--- src/design/rljd_pkg.sv ---
// Shared package for the resistor-ladder joystick decoder.
// Key codes, register indexes, reset values, queue sizing and the queued item type.
// No dependencies.
package rljd_pkg;

  // Fixed counts
  localparam int NUM_LEVELS = 6;
  localparam int NUM_KEYS   = 5;

  // Field widths
  localparam int KEY_W      = 3;
  localparam int TIME_W     = 32;
  localparam int MS_W       = 16;
  localparam int CFG_IDX_W  = 3;
  localparam int CFG_DATA_W = 16;
  localparam int DIST_W     = 16;
  localparam int HW_W       = DIST_W - 1;

  // Key codes
  localparam logic [KEY_W-1:0] KEY_NONE  = 3'd0;
  localparam logic [KEY_W-1:0] KEY_UP    = 3'd1;
  localparam logic [KEY_W-1:0] KEY_DOWN  = 3'd2;
  localparam logic [KEY_W-1:0] KEY_LEFT  = 3'd3;
  localparam logic [KEY_W-1:0] KEY_RIGHT = 3'd4;
  localparam logic [KEY_W-1:0] KEY_OK    = 3'd5;

  // Register indexes
  localparam logic [CFG_IDX_W-1:0] REG_LEVEL_UP    = 3'd0;
  localparam logic [CFG_IDX_W-1:0] REG_LEVEL_DOWN  = 3'd1;
  localparam logic [CFG_IDX_W-1:0] REG_LEVEL_LEFT  = 3'd2;
  localparam logic [CFG_IDX_W-1:0] REG_LEVEL_RIGHT = 3'd3;
  localparam logic [CFG_IDX_W-1:0] REG_LEVEL_OK    = 3'd4;
  localparam logic [CFG_IDX_W-1:0] REG_LEVEL_IDLE  = 3'd5;
  localparam logic [CFG_IDX_W-1:0] REG_DEBOUNCE    = 3'd6;
  localparam logic [CFG_IDX_W-1:0] REG_LONG_PRESS  = 3'd7;

  // Distance used when a level has no different neighbor
  localparam logic [DIST_W-1:0] NO_NEIGHBOUR = 16'hFFFF;

  // Reset values (levels are cut to the converter width)
  localparam logic [CFG_DATA_W-1:0] LEVEL_RESET [NUM_LEVELS] =
    '{16'd200, 16'd900, 16'd1600, 16'd2300, 16'd3000, 16'd4095};
  localparam logic [MS_W-1:0] DEBOUNCE_RESET   = 16'd25;
  localparam logic [MS_W-1:0] LONG_PRESS_RESET = 16'd1000;

  // Cycles from a level change until the windows are valid
  localparam logic [1:0] SETTLE_CYCLES = 2'd2;

  // Queue between matcher and press tracker
  localparam int QDEPTH = 2;
  localparam int PTR_W  = $clog2(QDEPTH);
  localparam int CNT_W  = $clog2(QDEPTH + 1);

  typedef struct packed {
    logic [KEY_W-1:0]  key;
    logic [TIME_W-1:0] now_ms;
  } item_t;

endpackage

--- src/design/rljd_if.sv ---
// Handshake channels of the joystick decoder: sample input and press result.
// Depends on rljd_pkg.
interface rljd_in_if #(parameter int ADC_BITS = 12);
  import rljd_pkg::*;
  logic                valid;
  logic                ready;
  logic [ADC_BITS-1:0] adc_sample;
  logic [TIME_W-1:0]   now_ms;

  modport source (output valid, adc_sample, now_ms, input ready);
  modport sink   (input valid, adc_sample, now_ms, output ready);
endinterface

interface rljd_out_if;
  import rljd_pkg::*;
  logic             valid;
  logic             ready;
  logic [KEY_W-1:0] key_code;
  logic             long_press;

  modport source (output valid, key_code, long_press, input ready);
  modport sink   (input valid, key_code, long_press, output ready);
endinterface

--- src/design/rljd_cfg.sv ---
// Configuration registers and the two-stage window half-width pipeline.
// Depends on rljd_pkg.
module rljd_cfg #(
  parameter int ADC_BITS = 12
) (
  input  logic                             clk,
  input  logic                             rst_n,
  input  logic                             cfg_we,
  input  logic [rljd_pkg::CFG_IDX_W-1:0]   cfg_idx,
  input  logic [rljd_pkg::CFG_DATA_W-1:0]  cfg_wdata,
  output logic [ADC_BITS-1:0]              level      [rljd_pkg::NUM_LEVELS],
  output logic [rljd_pkg::HW_W-1:0]        half_width [rljd_pkg::NUM_LEVELS],
  output logic [rljd_pkg::MS_W-1:0]        debounce_ms,
  output logic [rljd_pkg::MS_W-1:0]        long_press_ms,
  output logic                             settled
);
  import rljd_pkg::*;

  logic [ADC_BITS-1:0] level_r    [NUM_LEVELS];
  logic [MS_W-1:0]     debounce_r;
  logic [MS_W-1:0]     long_press_r;
  logic [1:0]          settle_r;
  logic [DIST_W-1:0]   dist_r     [NUM_LEVELS][NUM_LEVELS];
  logic [DIST_W-1:0]   dist_nxt   [NUM_LEVELS][NUM_LEVELS];
  logic [DIST_W-1:0]   best       [NUM_LEVELS];
  logic [HW_W-1:0]     half_r     [NUM_LEVELS];

  // Register file writes
  always_ff @(posedge clk) begin
    if (!rst_n) begin
      for (int i = 0; i < NUM_LEVELS; i++) begin
        level_r[i] <= LEVEL_RESET[i][ADC_BITS-1:0];
      end
      debounce_r   <= DEBOUNCE_RESET;
      long_press_r <= LONG_PRESS_RESET;
    end else if (cfg_we) begin
      case (cfg_idx) inside
        [REG_LEVEL_UP:REG_LEVEL_IDLE]: level_r[cfg_idx] <= cfg_wdata[ADC_BITS-1:0];
        REG_DEBOUNCE:                  debounce_r       <= cfg_wdata[MS_W-1:0];
        REG_LONG_PRESS:                long_press_r     <= cfg_wdata[MS_W-1:0];
        default: ;
      endcase
    end
  end

  // Hold the input closed until the windows reflect the current levels
  always_ff @(posedge clk) begin
    if (!rst_n) begin
      settle_r <= SETTLE_CYCLES;
    end else if (cfg_we) begin
      settle_r <= SETTLE_CYCLES;
    end else if (settle_r != 2'd0) begin
      settle_r <= settle_r - 2'd1;
    end
  end

  // Stage 1: pairwise distances, upper triangle only; equal levels count as none
  always_comb begin
    for (int i = 0; i < NUM_LEVELS; i++) begin
      for (int j = 0; j < NUM_LEVELS; j++) begin
        dist_nxt[i][j] = NO_NEIGHBOUR;
        if (i < j && level_r[i] != level_r[j]) begin
          dist_nxt[i][j] = (level_r[i] > level_r[j]) ?
                           DIST_W'(level_r[i] - level_r[j]) :
                           DIST_W'(level_r[j] - level_r[i]);
        end
      end
    end
  end

  // Stage 2: nearest neighbor per level, then halve
  always_comb begin
    for (int i = 0; i < NUM_LEVELS; i++) begin
      best[i] = NO_NEIGHBOUR;
      for (int j = 0; j < NUM_LEVELS; j++) begin
        if (i < j && dist_r[i][j] < best[i]) begin
          best[i] = dist_r[i][j];
        end else if (j < i && dist_r[j][i] < best[i]) begin
          best[i] = dist_r[j][i];
        end
      end
    end
  end

  always_ff @(posedge clk) begin
    dist_r <= dist_nxt;
    for (int i = 0; i < NUM_LEVELS; i++) begin
      half_r[i] <= best[i][DIST_W-1:1];
    end
  end

  assign level         = level_r;
  assign half_width    = half_r;
  assign debounce_ms   = debounce_r;
  assign long_press_ms = long_press_r;
  assign settled       = (settle_r == 2'd0);

endmodule

--- src/design/rljd_front.sv ---
// Front end: accepts samples, matches them against the key windows, pushes items.
// Depends on rljd_pkg and rljd_in_if.
module rljd_front #(
  parameter int ADC_BITS = 12
) (
  rljd_in_if.sink                    in_bus,
  input  logic [ADC_BITS-1:0]        level      [rljd_pkg::NUM_LEVELS],
  input  logic [rljd_pkg::HW_W-1:0]  half_width [rljd_pkg::NUM_LEVELS],
  input  logic                       settled,
  input  logic                       q_full,
  output logic                       q_push,
  output rljd_pkg::item_t            q_item
);
  import rljd_pkg::*;

  localparam int SUM_W = ((ADC_BITS > HW_W) ? ADC_BITS : HW_W) + 1;

  logic [NUM_KEYS-1:0] hit;
  logic [KEY_W-1:0]    key;
  logic [SUM_W-1:0]    smp_ext;
  logic [SUM_W-1:0]    lv_ext  [NUM_KEYS];
  logic [SUM_W-1:0]    hw_ext  [NUM_KEYS];

  // Strictly inside: level - half < sample < level + half
  always_comb begin
    smp_ext = SUM_W'(in_bus.adc_sample);
    for (int i = 0; i < NUM_KEYS; i++) begin
      lv_ext[i] = SUM_W'(level[i]);
      hw_ext[i] = SUM_W'(half_width[i]);
      hit[i]    = (smp_ext < lv_ext[i] + hw_ext[i]) &&
                  (smp_ext + hw_ext[i] > lv_ext[i]);
    end
  end

  // First match wins, in key order
  always_comb begin
    key = KEY_NONE;
    for (int i = NUM_KEYS - 1; i >= 0; i--) begin
      if (hit[i]) begin
        key = KEY_UP + KEY_W'(i);
      end
    end
  end

  assign in_bus.ready  = settled && !q_full;
  assign q_push        = in_bus.valid && in_bus.ready;
  assign q_item.key    = key;
  assign q_item.now_ms = in_bus.now_ms;

endmodule

--- src/design/rljd_queue.sv ---
// Two-entry queue of matched items between the front end and the press tracker.
// Depends on rljd_pkg.
module rljd_queue (
  input  logic            clk,
  input  logic            rst_n,
  input  logic            push,
  input  rljd_pkg::item_t push_item,
  input  logic            pop,
  output logic            full,
  output logic            not_empty,
  output rljd_pkg::item_t head
);
  import rljd_pkg::*;

  item_t             slot_r [QDEPTH];
  logic [PTR_W-1:0]  wr_ptr_r;
  logic [PTR_W-1:0]  rd_ptr_r;
  logic [CNT_W-1:0]  cnt_r;

  // Store on push
  always_ff @(posedge clk) begin
    if (push) begin
      slot_r[wr_ptr_r] <= push_item;
    end
  end

  // Advance pointers and count
  always_ff @(posedge clk) begin
    if (!rst_n) begin
      wr_ptr_r <= '0;
      rd_ptr_r <= '0;
      cnt_r    <= '0;
    end else begin
      if (push) begin
        wr_ptr_r <= (wr_ptr_r == PTR_W'(QDEPTH - 1)) ? '0 : wr_ptr_r + 1'b1;
      end
      if (pop) begin
        rd_ptr_r <= (rd_ptr_r == PTR_W'(QDEPTH - 1)) ? '0 : rd_ptr_r + 1'b1;
      end
      if (push && !pop) begin
        cnt_r <= cnt_r + 1'b1;
      end else if (pop && !push) begin
        cnt_r <= cnt_r - 1'b1;
      end
    end
  end

  assign full      = (cnt_r == CNT_W'(QDEPTH));
  assign not_empty = (cnt_r != '0);
  assign head      = slot_r[rd_ptr_r];

endmodule

--- src/design/rljd_back.sv ---
// Back end: press tracker (held key, start time, long flag) and the output register.
// Depends on rljd_pkg and rljd_out_if.
module rljd_back (
  input  logic                      clk,
  input  logic                      rst_n,
  input  logic                      q_not_empty,
  input  rljd_pkg::item_t           q_head,
  output logic                      q_pop,
  input  logic [rljd_pkg::MS_W-1:0] debounce_ms,
  input  logic [rljd_pkg::MS_W-1:0] long_press_ms,
  rljd_out_if.source                out_bus
);
  import rljd_pkg::*;

  logic [KEY_W-1:0]  held_key_r;
  logic [KEY_W-1:0]  held_key_nxt;
  logic [TIME_W-1:0] start_r;
  logic [TIME_W-1:0] start_nxt;
  logic              long_rep_r;
  logic              long_rep_nxt;
  logic              out_valid_r;
  logic [KEY_W-1:0]  out_key_r;
  logic [KEY_W-1:0]  out_key_nxt;
  logic              out_long_r;
  logic              out_long_nxt;
  logic [TIME_W-1:0] held_time;

  // Take the next item when the output register is free or being drained
  assign q_pop     = q_not_empty && (!out_valid_r || out_bus.ready);
  assign held_time = q_head.now_ms - start_r;

  // Press tracking
  always_comb begin
    held_key_nxt = q_head.key;
    start_nxt    = start_r;
    long_rep_nxt = long_rep_r;
    out_key_nxt  = KEY_NONE;
    out_long_nxt = 1'b0;
    if (held_key_r == KEY_NONE) begin
      if (q_head.key != KEY_NONE) begin
        start_nxt = q_head.now_ms;
      end
    end else if (q_head.key == KEY_NONE) begin
      // release: short press if held for at least the debounce time and not already reported as long
      if (!long_rep_r && held_time >= TIME_W'(debounce_ms)) begin
        out_key_nxt = held_key_r;
      end
      long_rep_nxt = 1'b0;
    end else if (q_head.key != held_key_r) begin
      // different key while held: cancel, keep the long flag
      held_key_nxt = KEY_NONE;
    end else if (!long_rep_r && held_time >= TIME_W'(long_press_ms)) begin
      out_key_nxt  = held_key_r;
      out_long_nxt = 1'b1;
      long_rep_nxt = 1'b1;
    end
  end

  always_ff @(posedge clk) begin
    if (!rst_n) begin
      held_key_r <= KEY_NONE;
      start_r    <= '0;
      long_rep_r <= 1'b0;
    end else if (q_pop) begin
      held_key_r <= held_key_nxt;
      start_r    <= start_nxt;
      long_rep_r <= long_rep_nxt;
    end
  end

  // Output register
  always_ff @(posedge clk) begin
    if (!rst_n) begin
      out_valid_r <= 1'b0;
    end else if (q_pop) begin
      out_valid_r <= 1'b1;
    end else if (out_bus.ready) begin
      out_valid_r <= 1'b0;
    end
  end

  always_ff @(posedge clk) begin
    if (q_pop) begin
      out_key_r  <= out_key_nxt;
      out_long_r <= out_long_nxt;
    end
  end

  assign out_bus.valid      = out_valid_r;
  assign out_bus.key_code   = out_key_r;
  assign out_bus.long_press = out_long_r;

endmodule

--- src/design/resistor_ladder_joystick_decoder.sv ---
// Top level of the resistor-ladder joystick decoder: configuration, matcher, queue, tracker.
// Depends on rljd_pkg, rljd_if, rljd_cfg, rljd_front, rljd_queue and rljd_back.
//
//   channel   direction  payload                      handshake
//   in_bus    in         adc_sample, now_ms           valid/ready
//   out_bus   out        key_code, long_press         valid/ready
//   cfg_*     in         cfg_idx, cfg_wdata           cfg_we, no wait
//
// One item per cycle sustained while the output is not stalled; a result passes from its sample
// through the match in the accepting cycle, a queue slot, then the tracker's output register.
// After reset and after every register write the input stays closed while the
// window pipeline settles.
// A stalled output fills the two-entry queue; the input then closes until a slot frees.
module resistor_ladder_joystick_decoder #(
  parameter int ADC_BITS = 12
) (
  input  logic                            clk,
  input  logic                            rst_n,
  rljd_in_if.sink                         in_bus,
  rljd_out_if.source                      out_bus,
  input  logic                            cfg_we,
  input  logic [rljd_pkg::CFG_IDX_W-1:0]  cfg_idx,
  input  logic [rljd_pkg::CFG_DATA_W-1:0] cfg_wdata
);
  import rljd_pkg::*;

  logic [ADC_BITS-1:0] level      [NUM_LEVELS];
  logic [HW_W-1:0]     half_width [NUM_LEVELS];
  logic [MS_W-1:0]     debounce_ms;
  logic [MS_W-1:0]     long_press_ms;
  logic                settled;
  logic                q_push;
  logic                q_pop;
  logic                q_full;
  logic                q_not_empty;
  item_t               q_item;
  item_t               q_head;

  rljd_cfg #(.ADC_BITS(ADC_BITS)) u_cfg (
    .clk           (clk),
    .rst_n         (rst_n),
    .cfg_we        (cfg_we),
    .cfg_idx       (cfg_idx),
    .cfg_wdata     (cfg_wdata),
    .level         (level),
    .half_width    (half_width),
    .debounce_ms   (debounce_ms),
    .long_press_ms (long_press_ms),
    .settled       (settled)
  );

  rljd_front #(.ADC_BITS(ADC_BITS)) u_front (
    .in_bus     (in_bus),
    .level      (level),
    .half_width (half_width),
    .settled    (settled),
    .q_full     (q_full),
    .q_push     (q_push),
    .q_item     (q_item)
  );

  rljd_queue u_queue (
    .clk       (clk),
    .rst_n     (rst_n),
    .push      (q_push),
    .push_item (q_item),
    .pop       (q_pop),
    .full      (q_full),
    .not_empty (q_not_empty),
    .head      (q_head)
  );

  rljd_back u_back (
    .clk           (clk),
    .rst_n         (rst_n),
    .q_not_empty   (q_not_empty),
    .q_head        (q_head),
    .q_pop         (q_pop),
    .debounce_ms   (debounce_ms),
    .long_press_ms (long_press_ms),
    .out_bus       (out_bus)
  );

endmodule

--- src/flat_wrapper.sv ---
// flat-port wrapper written by rule: the top's interface ports become plain ports
module resistor_ladder_joystick_decoder_flat import rljd_pkg::*;
#(
  parameter int ADC_BITS = 12
)
  (clk, rst_n, cfg_we, cfg_idx, cfg_wdata, in_bus_valid, in_bus_adc_sample, in_bus_now_ms, in_bus_ready, out_bus_valid, out_bus_key_code, out_bus_long_press, out_bus_ready);
  rljd_in_if #(.ADC_BITS(ADC_BITS)) in_bus_i ();
  rljd_out_if out_bus_i ();
  input  logic clk;
  input  logic rst_n;
  input  logic cfg_we;
  input  logic [rljd_pkg::CFG_IDX_W-1:0] cfg_idx;
  input  logic [rljd_pkg::CFG_DATA_W-1:0] cfg_wdata;
  input wire logic [$bits(in_bus_i.valid)-1:0] in_bus_valid;
  input wire logic [$bits(in_bus_i.adc_sample)-1:0] in_bus_adc_sample;
  input wire logic [$bits(in_bus_i.now_ms)-1:0] in_bus_now_ms;
  output wire logic [$bits(in_bus_i.ready)-1:0] in_bus_ready;
  output wire logic [$bits(out_bus_i.valid)-1:0] out_bus_valid;
  output wire logic [$bits(out_bus_i.key_code)-1:0] out_bus_key_code;
  output wire logic [$bits(out_bus_i.long_press)-1:0] out_bus_long_press;
  input wire logic [$bits(out_bus_i.ready)-1:0] out_bus_ready;
  assign in_bus_i.valid = in_bus_valid;
  assign in_bus_i.adc_sample = in_bus_adc_sample;
  assign in_bus_i.now_ms = in_bus_now_ms;
  assign in_bus_ready = in_bus_i.ready;
  assign out_bus_valid = out_bus_i.valid;
  assign out_bus_key_code = out_bus_i.key_code;
  assign out_bus_long_press = out_bus_i.long_press;
  assign out_bus_i.ready = out_bus_ready;
  resistor_ladder_joystick_decoder #(.ADC_BITS(ADC_BITS)) u_core (.clk(clk), .rst_n(rst_n), .in_bus(in_bus_i), .out_bus(out_bus_i), .cfg_we(cfg_we), .cfg_idx(cfg_idx), .cfg_wdata(cfg_wdata));
endmodule
--- config.mk ---
export PLATFORM = sky130hd
export DESIGN_NAME = resistor_ladder_joystick_decoder_flat
export DESIGN_NICKNAME = d
export VERILOG_FILES = /design/src/design/rljd_pkg.sv /design/src/design/rljd_if.sv /design/src/design/rljd_cfg.sv /design/src/design/rljd_front.sv /design/src/design/rljd_queue.sv /design/src/design/rljd_back.sv /design/src/design/resistor_ladder_joystick_decoder.sv /design/src/flat_wrapper.sv
export SDC_FILE = /design/constraint.sdc
export NUM_CORES = 2
export LEC_CHECK = 0
export ABC_CLOCK_PERIOD_IN_PS = 9500
export BUFFER_PORTS_ARGS = -buffer_cell sky130_fd_sc_hd__buf_2
export CORE_MARGIN = 2
export CORE_UTILIZATION = 35
export CTS_BUF_LIST = sky130_fd_sc_hd__clkbuf_8
export DETAILED_ROUTE_END_ITERATION = 8
export GPL_ROUTABILITY_DRIVEN = 0
export SKIP_LAST_GASP = 1
export SYNTH_ARGS = -nofsm -noshare
export SYNTH_HDL_FRONTEND = slang
export SYNTH_HIERARCHICAL = 1
export SYNTH_SLANG_ARGS = --single-unit
--- constraint.sdc ---
create_clock -name clk -period 9.5 [get_ports clk]
set_input_delay 1.9 -clock clk [delete_from_list [all_inputs] [get_ports clk]]
set_output_delay 1.9 -clock clk [all_outputs]
set_load 0.01 [all_outputs]
==> impl_metrics.ini <==
[outcome]
outcome = complete, no violations

[sta]
worstMarginPinSlew_ns = 1.338
hold_violations = 0
setup_violations = 0
fmax_mhz = 115.6
setup_tns_ns = 0
rsz0062_at_grt = no
fin_crit_ns = 8.650
final_max_slew_viol_count = 0
clock-skew-final_ns = 0.03866
min_period_over_period = 0.9105
relSlewSlack = 0.1080

[placed_design]
hpwl_mm = 147.1
portBuffers = 73
post_dp_cell_area_sq_um = 52200

[worst_setup_path]
path_common_cell = a21oi_1
crit_start = u_core/u_cfg/dist_r[544]
arrival_ns = 9.30
worstReg2RegStart = u_core/u_cfg/dist_r[544]
crit_path_max_incr_delay_ns = 0.64
crit_path_end_kind = register
crit_type = reg2reg
critPathSlowestCell = a2111oi_0
worstSetupStartpointType = register
critPathMaxFanout = 12
crit_required_ns = 10.15

[die]
num_rows = 138
die_height_microns = 382.2
die_x_microns = 382.2
core_area_sq_um = 141800
ios = 74
dieArea_sq_um = 146100
start_util = 0.3532

[cts]
cts_setup_buffers = 0
cts_resized = 0
cts_max_level = 3
cts_inserted_buffers = 86
ctsRootBufferMaster = clkbuf_8
cts_sinks = 477
insertion_delay_ns = 0.77
clockBufferDepth = 3
cts_tree = built
ctsHoldBuffers = 0
clk_pin_slew_ns = 0.06

[routing]
drt-wirelength-per-cell_microns = 23.14
dr.pass1.iters = 7
route.vias.total = 45560
drc = 0
viasPerCell = 5.701
drt_iter0_markers = 4896
antenna_left = 0
totalWireLength_mm = 184.9

[global_route]
antenna_found_initial = 29
grt_use_total = 0.2442
grt_max_degree = 66
grt-ovfl-total = 0
grt_pass1_wl_mm = 268.9
grt_pass1_vias = 42130

[finish]
multi_input_area_sq_um = 36540
syn_to_final_growth_pct = 7.961
mostFrequentLayoutCell = ha_1
final_cell_mix = ha_1 (903), nand2_1 (629), inv_1 (561)
finalNetCount = 7038
seq_area_sq_um = 10290
final_util = 0.3814
n_fill_cell = 14460
drive_gt1_frac = 0.08281
design_area_sq_um = 54060

[synth]
netlist_instances = 6037
syn_area_per_cell_sq_um = 8.295
syn_nets = 7049
ys_warn_count = 6
syn-cell-area_sq_um = 50070

[worst_hold_path]
hold_start = u_core/u_back/start_r[9]
holdCritPathClass = reg2reg

[power]
p_per_area_nw_per_um2 = 235.8
vdd_ir_drop_max_v = 0.0001393
leakagePower_nw = 26.20

[run]
cap_viol_max_count = 0
==> power breakdown <==
group          internal [mW]  switching, mW  leakage (nW)
Combinational           3.27           4.57          21.2
Clock                   1.14          0.976          1.01
Sequential              2.41          0.372          3.99
Total                   6.83           5.92          26.2
==> state kept, by name, summed over array words and instances (netlist names), 3 cells and up, named ones only <==
signal                          cells
u_core/u_cfg/dist_r               195
u_core/u_cfg/debounce_ms           16
u_core/u_back/out_bus.key_code      3
u_core/u_cfg/level                 72
u_core/u_back/start_r              32
u_core/u_cfg/long_press_ms         16
u_core/u_back/held_key_r            3
u_core/u_queue/slot_r              70
u_core/u_cfg/half_width            60
==> area by class of cell <==
type / instances / share of cell area
inverters: 543 / 0.03770
flip-flops and latches: 477 / 0.1904
clock inverters: 60 / 0.008702
repair buffers: 153 / 0.01791
diodes: 4 / 0.0001852
multi-input cells: 4765 / 0.6759
clock buffers: 100 / 0.02546
well taps: 1890 / 0.04374
==> layer usage <==
metal  track usage  share of wire  routed length (microns)
met5             0        0.00078                      145
met4        0.1310          0.059                    10900
met3       0.06745           0.11                    19740
met2        0.3586           0.41                    75590
met1        0.3226           0.42                    78540
==> worst max-delay path: cells and delay by family, from the launching register on <==
| kind | cells | cell delay, ns |
|---|---|---|
| AO/OA/AOI/OAI | 19 | 4.29 |
| adder cells (fa/ha/maj) | 4 | 1.18 |
| buffers and inverters | 4 | 0.60 |
| flip-flops | 1 | 0.34 |
| multiplexers | 4 | 1.33 |
| AND/OR/NAND/NOR | 3 | 0.76 |
==> per-stage QoR <==
step                hold slack (ns)  worst slack (ns)  power, mW  cells
floorplan                    0.4327             2.199      8.501   6037
global placement             0.4494             1.278      10.33   7828
detailed placement           0.4565             1.041      10.51   7828
CTS                          0.4582            0.9823      12.69   7988
global route                 0.4669            0.1638      13.80   7990
finish                       0.4624            0.8501      12.75   7992
==> path summary, 6_finish.rpt <==
check                                              endpoint  slack (ns)  depth (start not counted)
worst min-delay path               u_core/u_back/start_r[9]        0.46                          2
worst max-delay path            u_core/u_cfg/half_width[61]        0.85                         34
worst max register to register  u_core/u_cfg/half_width[61]        0.85                         34
worst min register to register     u_core/u_back/start_r[9]        0.46                          2
Power figures use the tool's default switching activity.
